### src/rtl/huffman_code_builder_top_macros.svh
// Assertion macros for the Huffman code builder.
// Used by huffman_code_builder_top; needs clk and rst_n in scope.
`ifndef HUFFMAN_CODE_BUILDER_TOP_MACROS_SVH
`define HUFFMAN_CODE_BUILDER_TOP_MACROS_SVH

// Same-cycle implication, ignored during reset.
`define HCB_ASSERT_IMPL(label, ante, cons) \
  label: assert property (@(posedge clk) disable iff (!rst_n) (ante) |-> (cons)) \
    else $error("hcb assertion failed");

// Next-cycle implication, ignored during reset.
`define HCB_ASSERT_NEXT(label, ante, cons) \
  label: assert property (@(posedge clk) disable iff (!rst_n) (ante) |=> (cons)) \
    else $error("hcb assertion failed");

`endif

### src/rtl/hcb_pkg.sv
// Shared constants and controller/datapath handshake types for the code builder.
// No dependencies.
package hcb_pkg;

  localparam int DEF_MAX_SYMBOLS = 32;
  localparam int DEF_WEIGHT_BITS = 16;
  localparam int SYM_W  = 5;
  localparam int LEN_W  = 5;
  localparam int CODE_W = 31;

  // Controller to datapath
  typedef struct packed {
    logic load;      // input beat: store a leaf
    logic merge;     // merge the two lightest forest entries
    logic emit;      // capture a leaf into the output register
    logic descend;   // push right child, step to left child
    logic pop_rd;    // pop the stack, read data arrives next cycle
    logic pop_load;  // take the popped entry as current node
    logic finish;    // clear count and overflow flag
  } hcb_cmd_t;

  // Datapath to controller
  typedef struct packed {
    logic single_sym;   // this beat leaves exactly one symbol
    logic merge_last;   // two entries left: this merge builds the root
    logic cur_leaf;     // current node is a leaf
    logic stack_empty;  // nothing left to pop
  } hcb_sts_t;

endpackage

### src/rtl/hcb_ctrl.sv
// Controller FSM: load, merge rounds, tree walk and output handshake.
// Depends on hcb_pkg.
module hcb_ctrl (
  input  logic              clk,
  input  logic              rst_n,
  input  logic              in_valid,
  input  logic              in_last,
  input  logic              out_ready,
  input  hcb_pkg::hcb_sts_t sts,
  output logic              in_ready,
  output logic              out_valid,
  output hcb_pkg::hcb_cmd_t cmd
);

  typedef enum logic [5:0] {
    S_LOAD  = 6'b000001,
    S_MERGE = 6'b000010,
    S_VISIT = 6'b000100,
    S_DESC  = 6'b001000,
    S_OUT   = 6'b010000,
    S_POP   = 6'b100000
  } state_t;

  state_t state_r, state_nxt;

  always_ff @(posedge clk) begin
    if (!rst_n) begin
      state_r <= S_LOAD;
    end else begin
      state_r <= state_nxt;
    end
  end

  // Next state and commands
  always_comb begin
    state_nxt = state_r;
    cmd       = '0;
    in_ready  = 1'b0;
    out_valid = 1'b0;
    unique case (state_r)
      S_LOAD: begin
        in_ready = 1'b1;
        if (in_valid) begin
          cmd.load = 1'b1;
          if (in_last) begin
            state_nxt = sts.single_sym ? S_VISIT : S_MERGE;
          end
        end
      end
      S_MERGE: begin
        cmd.merge = 1'b1;
        if (sts.merge_last) begin
          state_nxt = S_VISIT;
        end
      end
      S_VISIT: begin
        if (sts.cur_leaf) begin
          cmd.emit  = 1'b1;
          state_nxt = S_OUT;
        end else begin
          state_nxt = S_DESC;
        end
      end
      S_DESC: begin
        cmd.descend = 1'b1;
        state_nxt   = S_VISIT;
      end
      S_OUT: begin
        out_valid = 1'b1;
        if (out_ready) begin
          if (sts.stack_empty) begin
            cmd.finish = 1'b1;
            state_nxt  = S_LOAD;
          end else begin
            cmd.pop_rd = 1'b1;
            state_nxt  = S_POP;
          end
        end
      end
      S_POP: begin
        cmd.pop_load = 1'b1;
        state_nxt    = S_VISIT;
      end
      default: begin
        state_nxt = S_LOAD;
      end
    endcase
  end

endmodule

### config.mk
export PLATFORM = sky130hd
export DESIGN_NAME = hcb_ctrl
export DESIGN_NICKNAME = d
export VERILOG_FILES = /design/src/rtl/huffman_code_builder_top_macros.svh /design/src/rtl/hcb_pkg.sv /design/src/rtl/hcb_ctrl.sv
export SDC_FILE = /design/constraint.sdc
export NUM_CORES = 1
export LEC_CHECK = 0
export BUFFER_PORTS_ARGS = -buffer_cell sky130_fd_sc_hd__buf_2
export CORE_AREA = 2 2 40 42
export DETAILED_ROUTE_END_ITERATION = 10
export DIE_AREA = 0 0 42 44
export PLACE_DENSITY = 0.61
export SLEW_MARGIN = 20
export SYNTH_ARGS = -nofsm -noshare
export SYNTH_HDL_FRONTEND = slang
export SYNTH_SLANG_ARGS = --single-unit
### constraint.sdc
create_clock -name clk -period 1.5 [get_ports clk]
set_clock_uncertainty 0.1 [all_clocks]
set_input_delay 0.15 -clock clk [delete_from_list [all_inputs] [get_ports clk]]
set_output_delay 0.15 -clock clk [all_outputs]
set_load 0.02 [all_outputs]
==> reports/metrics.yaml, run 1 <==
run_status:
  status: "complete, but fails checks"
  failed_checks: "setup timing"
synth:
  syn_inst: 59
  yosysTopAreaCellShare_pct: 25.3
  synth_nets: 68
  synth_edf_count: 0
  netlist_area_um2: 474
  yosys_warnings: 0
  syn_avg_cell_area_um2: 8.04
  netlist_top_cells_area: "dfxtp_1 (25%), nor2_1 (5.5%), and3_1 (5.3%)"
  synth.largest_area_cell: "dfxtp_1"
  ys_ff_latch: 6
  ys.flop_type: "dfxtp_1"
  yosysSeqAreaShare_pct: 25.3
  async_reset_ff_share_pct: 0
  synth.distinct_cells: 34
floorplanning:
  ioPinCount: 18
  initial_utilization_pct: 33.4
  die_y_um: 44
  die_area_um2: 1850
  fp.dieW_um: 42
  placeableCoreArea_um2: 1420
  rows: 14
clock_tree:
  root_buffer: "clkbuf_4"
  clock_latency_ns: 0.25
  cts.sink_count: 6
  cts_buffers: 3
  clkTransAtPathRegs_ns: 0.04
  cts_tree: "yes"
  cts_max_level: 1
  cts_buffer_depth: 2
setup_path:
  cp_data_required_time_ns: 1.25
  cp_max_fo: 3
  worstPathArrival_ns: 1.46
  critPathKind: "reg -> out"
  crit_path_end_kind: "primary output"
  cp_cell_sequence: "nor4_4, buf_4, nand3b_4, clkinv_4, and2_4, buf_6"
  crit_path_start_kind: "flop"
  crit_slowest_cell: "dfxtp_4"
  critical-path-max-stage-delay_ns: 0.34
route:
  drt_first_pass_iters: 4
  wl_per_cell_um: 14.2
  drtIter0Drc: 9
  totalWireLength_um: 1490
  postRouteAntennaNets: 0
  vias: 574
  drcViolationCount: 0
  vias_per_cell: 5.47
global_route:
  grtUsageMet3_pct: 3.33
  grt_util_met2_pct: 34.1
  grt_pass1_vias: 564
  grt_max_degree: 11
  grt_usage_pct: 17.2
  overflow: 0
  grt_antenna_before_repair: 0
  busiest_layer: "met2"
  grt_pass1_wl_um: 2370
  use_met1_pct: 15.8
finish:
  top_regs: "state_r (6)"
  drive_above_1_share_pct: 61.8
  regArea_um2: 131
  fillers: 128
  multi_input_area_um2: 402
  antennaDiodeCount: 0
  largest_register: "state_r"
  largest_reg_flops: 6
  nets: 100
  design_area_um2: 853
  area_growth_pct: 79.9
timing:
  relSlewSlack_pct: 81.9
  worst_pin_slew_ns: 0.269
  hold_viol_final: 0
  fin_crit_ns: 1.71
  fin_ws_ns: -0.207
  min_period_over_period_pct: 114
  final_max_slew_viol_count: 0
  fmax_mhz: 586
  rsz0062_at_grt: "yes"
  setup-violations-final: 11
pwr:
  ir_drop_v: 0.000441
  power.density_nw_per_um2: 607
  cellLeakagePower_nw: 0.383
  p_total_mw: 0.518
job:
  drv_cap: 0
placed_design:
  dpl.hpwl_um: 1010
  place.gp.congestion: 0.783
  portBuffers: 17
  dpl_cell_area_um2: 607
hold_path:
  hp-class: "in -> reg"
==> timing repair <==
action                     in CTS  in global routing
setup endpoints to repair       7                 15
hold buffers                    1                  0
gates resized for setup        22                 23
gates cloned                    0                  0
pin swaps                       5                  7
setup buffers                   5                  4
hold endpoints to repair        1                  0
==> report_power, final <==
part | internal [mW] | total, mW | switching, mW | leakage (nW)
clock network | 0.0905 | 0.149 | 0.0583 | 0.0138
logic | 0.107 | 0.196 | 0.0892 | 0.319
registers | 0.164 | 0.173 | 0.00842 | 0.0508
total | 0.362 | 0.518 | 0.156 | 0.383
==> critical path: cells and delay by family (launching register included) <==
family	cells	cell delay (ns)
flops	1	0.34
simple gates	3	0.52
buf+inv	3	0.35
==> path summary, 6_finish.rpt <==
check             depth (start not counted)               startpoint  slack, ns                       to
setup / recovery                          6  state_r[2]$_SDFFE_PN0P_      -0.21                   cmd[6]
hold / removal                            3                   sts[3]       0.07  state_r[2]$_SDFFE_PN0P_
setup reg to reg                          6  state_r[2]$_SDFFE_PN0P_      -0.13  state_r[4]$_SDFFE_PN0P_
hold reg to reg                           3  state_r[5]$_SDFFE_PN0P_       0.56  state_r[3]$_SDFFE_PN0P_
==> layout by cell type, fill, tap and decap left out, types with 3 or more instances in the layout <==
cell,count
buf_6,12
buf_4,10
buf_2,8
nor2_1,5
and3_1,3
clkbuf_4,3
dfxtp_2,3
==> stage by stage <==
step | util (%) | worst slack [ns] | TNS [ns] | cells | hold slack, ns
6_report | 60.1 | -0.207 | -1.25 | 105 | 0.0710
5_1_grt | 60.1 | -0.255 | -1.86 | 105 | 0.0794
4_1_cts | 52.9 | -0.180 | -1.11 | 103 | 0.0482
3_5_place_dp | 42.8 | 0.0116 | 0 | 94 | 0.235
3_3_place_gp | 42.8 | 0.0182 | 0 | 94 | 0.234
2_1_floorplan | - | 0.0139 | 0 | 59 | 0.129
==> layout make-up <==
class	instances	share of cell area, %
timing repair buffer	31	30.5
multi-input combinational	46	47.1
tap	16	2.35
clock buffer	3	2.64
inverter	3	2.05
sequential	6	15.4
==> cell families after synthesis <==
logic type / Yosys count / share of synthesized area [%]
XOR/XNOR: 2 / 3.69
AND/OR/NAND/NOR: 29 / 38.3
AO/OA/AOI/OAI: 15 / 24.5
flip-flops: 6 / 25.3
buffers and inverters: 7 / 8.18
==> per-layer routing <==
layer | up-vias | part of all wire, %
met3 | 4 | 6.8
met1 | 269 | 36
met4 | 0 | 1.6
li1 | 278 | -
met5 | - | 0
met2 | 23 | 56
==> cell usage after synthesis, types with 2 or more instances <==
cell type / n
nor4_1: 2
o21ai_0: 2
and3_1: 4
and2_1: 2
nand2_1: 2
buf_2: 3
nor2_1: 7
o211ai_1: 2
nand3b_1: 2
nand3_1: 2
dfxtp_1: 6
nor3_1: 3
Power figures use the tool's default switching activity.
==> run 2, diff against run 1 <==
Settings changed: CORE_AREA 2 2 40 42 to 2 2 39 41, CTS_CLUSTER_SIZE set to 12, DIE_AREA 0 0 42 44 to 0 0 41 43, PLACE_DENSITY 0.61 to 0.63.
==> reports/metrics.yaml, run 2 (same netlist as run 1, synthesis figures left out) <==
run_status:
  status: "complete, but fails checks"
  failed_checks: "setup timing"
timing:
  final_max_slew_viol_count: 0  # unchanged
  relSlewSlack_pct: 83.1  # +1.2 points
  fin_crit_ns: 1.70  # -0.00746 ns
  fmax_mhz: 588  # +0.44%
  setup-violations-final: 13  # +2
  whs_ns: 0.0562  # -0.0149 ns
  hold_viol_final: 0  # unchanged
  worst_pin_slew_ns: 0.252  # -0.0165 ns
  fin_ws_ns: -0.199  # +0.00746 ns
  rsz0062_at_grt: "yes"
  min_period_over_period_pct: 113  # -0.50 points
finish:
  fillers: 130  # +1.6%
  design_area_um2: 875  # +2.5%
  area_growth_pct: 84.4
  top_regs: "state_r (6)"
  layout.cells.non_filler: 107  # +1.9%
  utilization_pct: 63.2  # +3.1 points
  largest_reg_flops: 6  # unchanged
  nets: 102  # +2.0%
  largest_register: "state_r"
  antennaDiodeCount: 0  # unchanged
  final_cell_mix: "buf_6 (12), buf_4 (12), buf_2 (8), nor2_1 (5)"
  drive_above_1_share_pct: 67.0  # +5.2 points
job:
  drv_cap: 0  # unchanged
clock_tree:
  clkTransAtPathRegs_ns: 0.05  # about the same
  cts_tree: "yes"
  cts.sink_count: 6  # unchanged
  clock_latency_ns: 0.25  # about the same
  cts_buffers: 3  # unchanged
  cts_buffer_depth: 2  # unchanged
  cts_max_level: 1  # unchanged
  root_buffer: "clkbuf_4"
floorplanning:
  fp.dieW_um: 41  # -2.4%
  rows: 14  # unchanged
  die_y_um: 43  # -2.3%
  ioPinCount: 18  # unchanged
  initial_utilization_pct: 34.3  # +0.85 points
  placeableCoreArea_um2: 1380  # -2.5%
  die_area_um2: 1760  # -4.6%
setup_path:
  worstPathArrival_ns: 1.45  # about the same
  crit_slowest_cell: "dfxtp_2"
  cp_cell_sequence: "nor4_4, buf_4, nand3b_4, inv_4, and2_4, buf_6"
  critPathKind: "reg -> out"
  critical-path-max-stage-delay_ns: 0.33  # about the same
  cp_data_required_time_ns: 1.25  # about the same
  cp_max_fo: 3  # unchanged
  crit_path_start_kind: "flop"
  crit_path_end_kind: "primary output"
global_route:
  grt_antenna_before_repair: 0  # unchanged
  grt_pass1_vias: 506  # -10%
  grt_max_degree: 11  # unchanged
  overflow: 0  # unchanged
  grt_pass1_wl_um: 2100  # -11%
  grt_usage_pct: 18.3  # +1.1 points
placed_design:
  dpl.cell_count: 93  # -1.1%
  pre_cts_ws_ns: 0.0252  # +0.0136 ns
  place.gp.congestion: 0.823  # +5.0%
  dpl_cell_area_um2: 599  # -1.2%
  dpl.hpwl_um: 901  # -11%
  portBuffers: 17  # unchanged
route:
  vias_per_cell: 5.35  # -2.2%
  drcViolationCount: 0  # unchanged
  wl_per_cell_um: 14.7  # +3.7%
  postRouteAntennaNets: 0  # unchanged
  drt_first_pass_iters: 3  # -1
  totalWireLength_um: 1570  # +5.6%
  drtIter0Drc: 1  # -8
  vias: 572  # -0.35%
pwr:
  cellLeakagePower_nw: 0.388  # +1.1%
  ir_drop_v: 0.000526  # +19%
  power.density_nw_per_um2: 603  # -0.61%
hold_path:
  hp-class: "in -> reg"
==> run 2: cell count changes in the layout (fill, tap and decap cells not counted), sizes merged <==
cell	delta
clkinv	-1
buf	+2
inv	+1
==> run 2: area by class of cell <==
class / count / area [um2] / area share [%]
Multi-Input combinational cell: 46 / 409 / 46.8
Timing Repair Buffer: 33 / 275 / 31.5
Sequential cell: 6 / 133 / 15.2
Clock buffer: 3 / 22.5 / 2.58
Tap cell: 16 / 20.0 / 2.29
Inverter: 3 / 15.0 / 1.72
==> run 2: metal layers <==
| metal | part of all wire [%] | global-route usage, % | up-vias |
|---|---|---|---|
| met5 | 0 | 0 | - |
| met4 | 2.7 | 14.0 | 0 |
| met3 | 3.6 | 3.14 | 4 |
| met2 | 55 | 27.5 | 16 |
| met1 | 38 | 21.8 | 270 |
| li1 | - | - | 282 |
==> run 2: worst max-delay path, delay by kind of cell, from the launching register on <==
kind | cells | cell delay (ns)
DFF | 1 | 0.33
buffers and inverters | 3 | 0.35
and+or+nand+nor | 3 | 0.51
==> run 2: repair_timing <==
action	4_1_cts	5_1_grt
setup endpoints to repair	9	13
hold endpoints to repair	1	0
hold buffers	1	0
pin swaps	2	11
cloned	0	0
setup buffers	5	6
gates resized for setup	25	23
==> run 2: stage by stage <==
stage	setup TNS, ns	total power, mW
5_1_grt	-2.05	0.557
3_5_place_dp	0	0.289
2_1_floorplan	0	0.252
4_1_cts	-0.967	0.455
6_report	-1.11	0.527
3_3_place_gp	0	0.288
==> run 2: worst paths after layout <==
path / start / to / slack (ns) / cells past startpoint
min reg2reg: state_r[3]$_SDFFE_PN0P_ / state_r[3]$_SDFFE_PN0P_ / 0.57 / 3
max reg2reg: state_r[1]$_SDFFE_PN0P_ / state_r[4]$_SDFFE_PN0P_ / -0.15 / 6
max: state_r[1]$_SDFFE_PN0P_ / cmd[6] / -0.20 / 6
min: sts[0] / state_r[5]$_SDFFE_PN0P_ / 0.06 / 2
==> run 2: report_power, final <==
group | switching, mW | internal, mW | leakage, nW | total, mW
clock | 0.0605 | 0.0906 | 0.0138 | 0.151
sequential | 0.0134 | 0.164 | 0.0514 | 0.178
combinational | 0.0881 | 0.111 | 0.323 | 0.199
total | 0.162 | 0.365 | 0.388 | 0.527
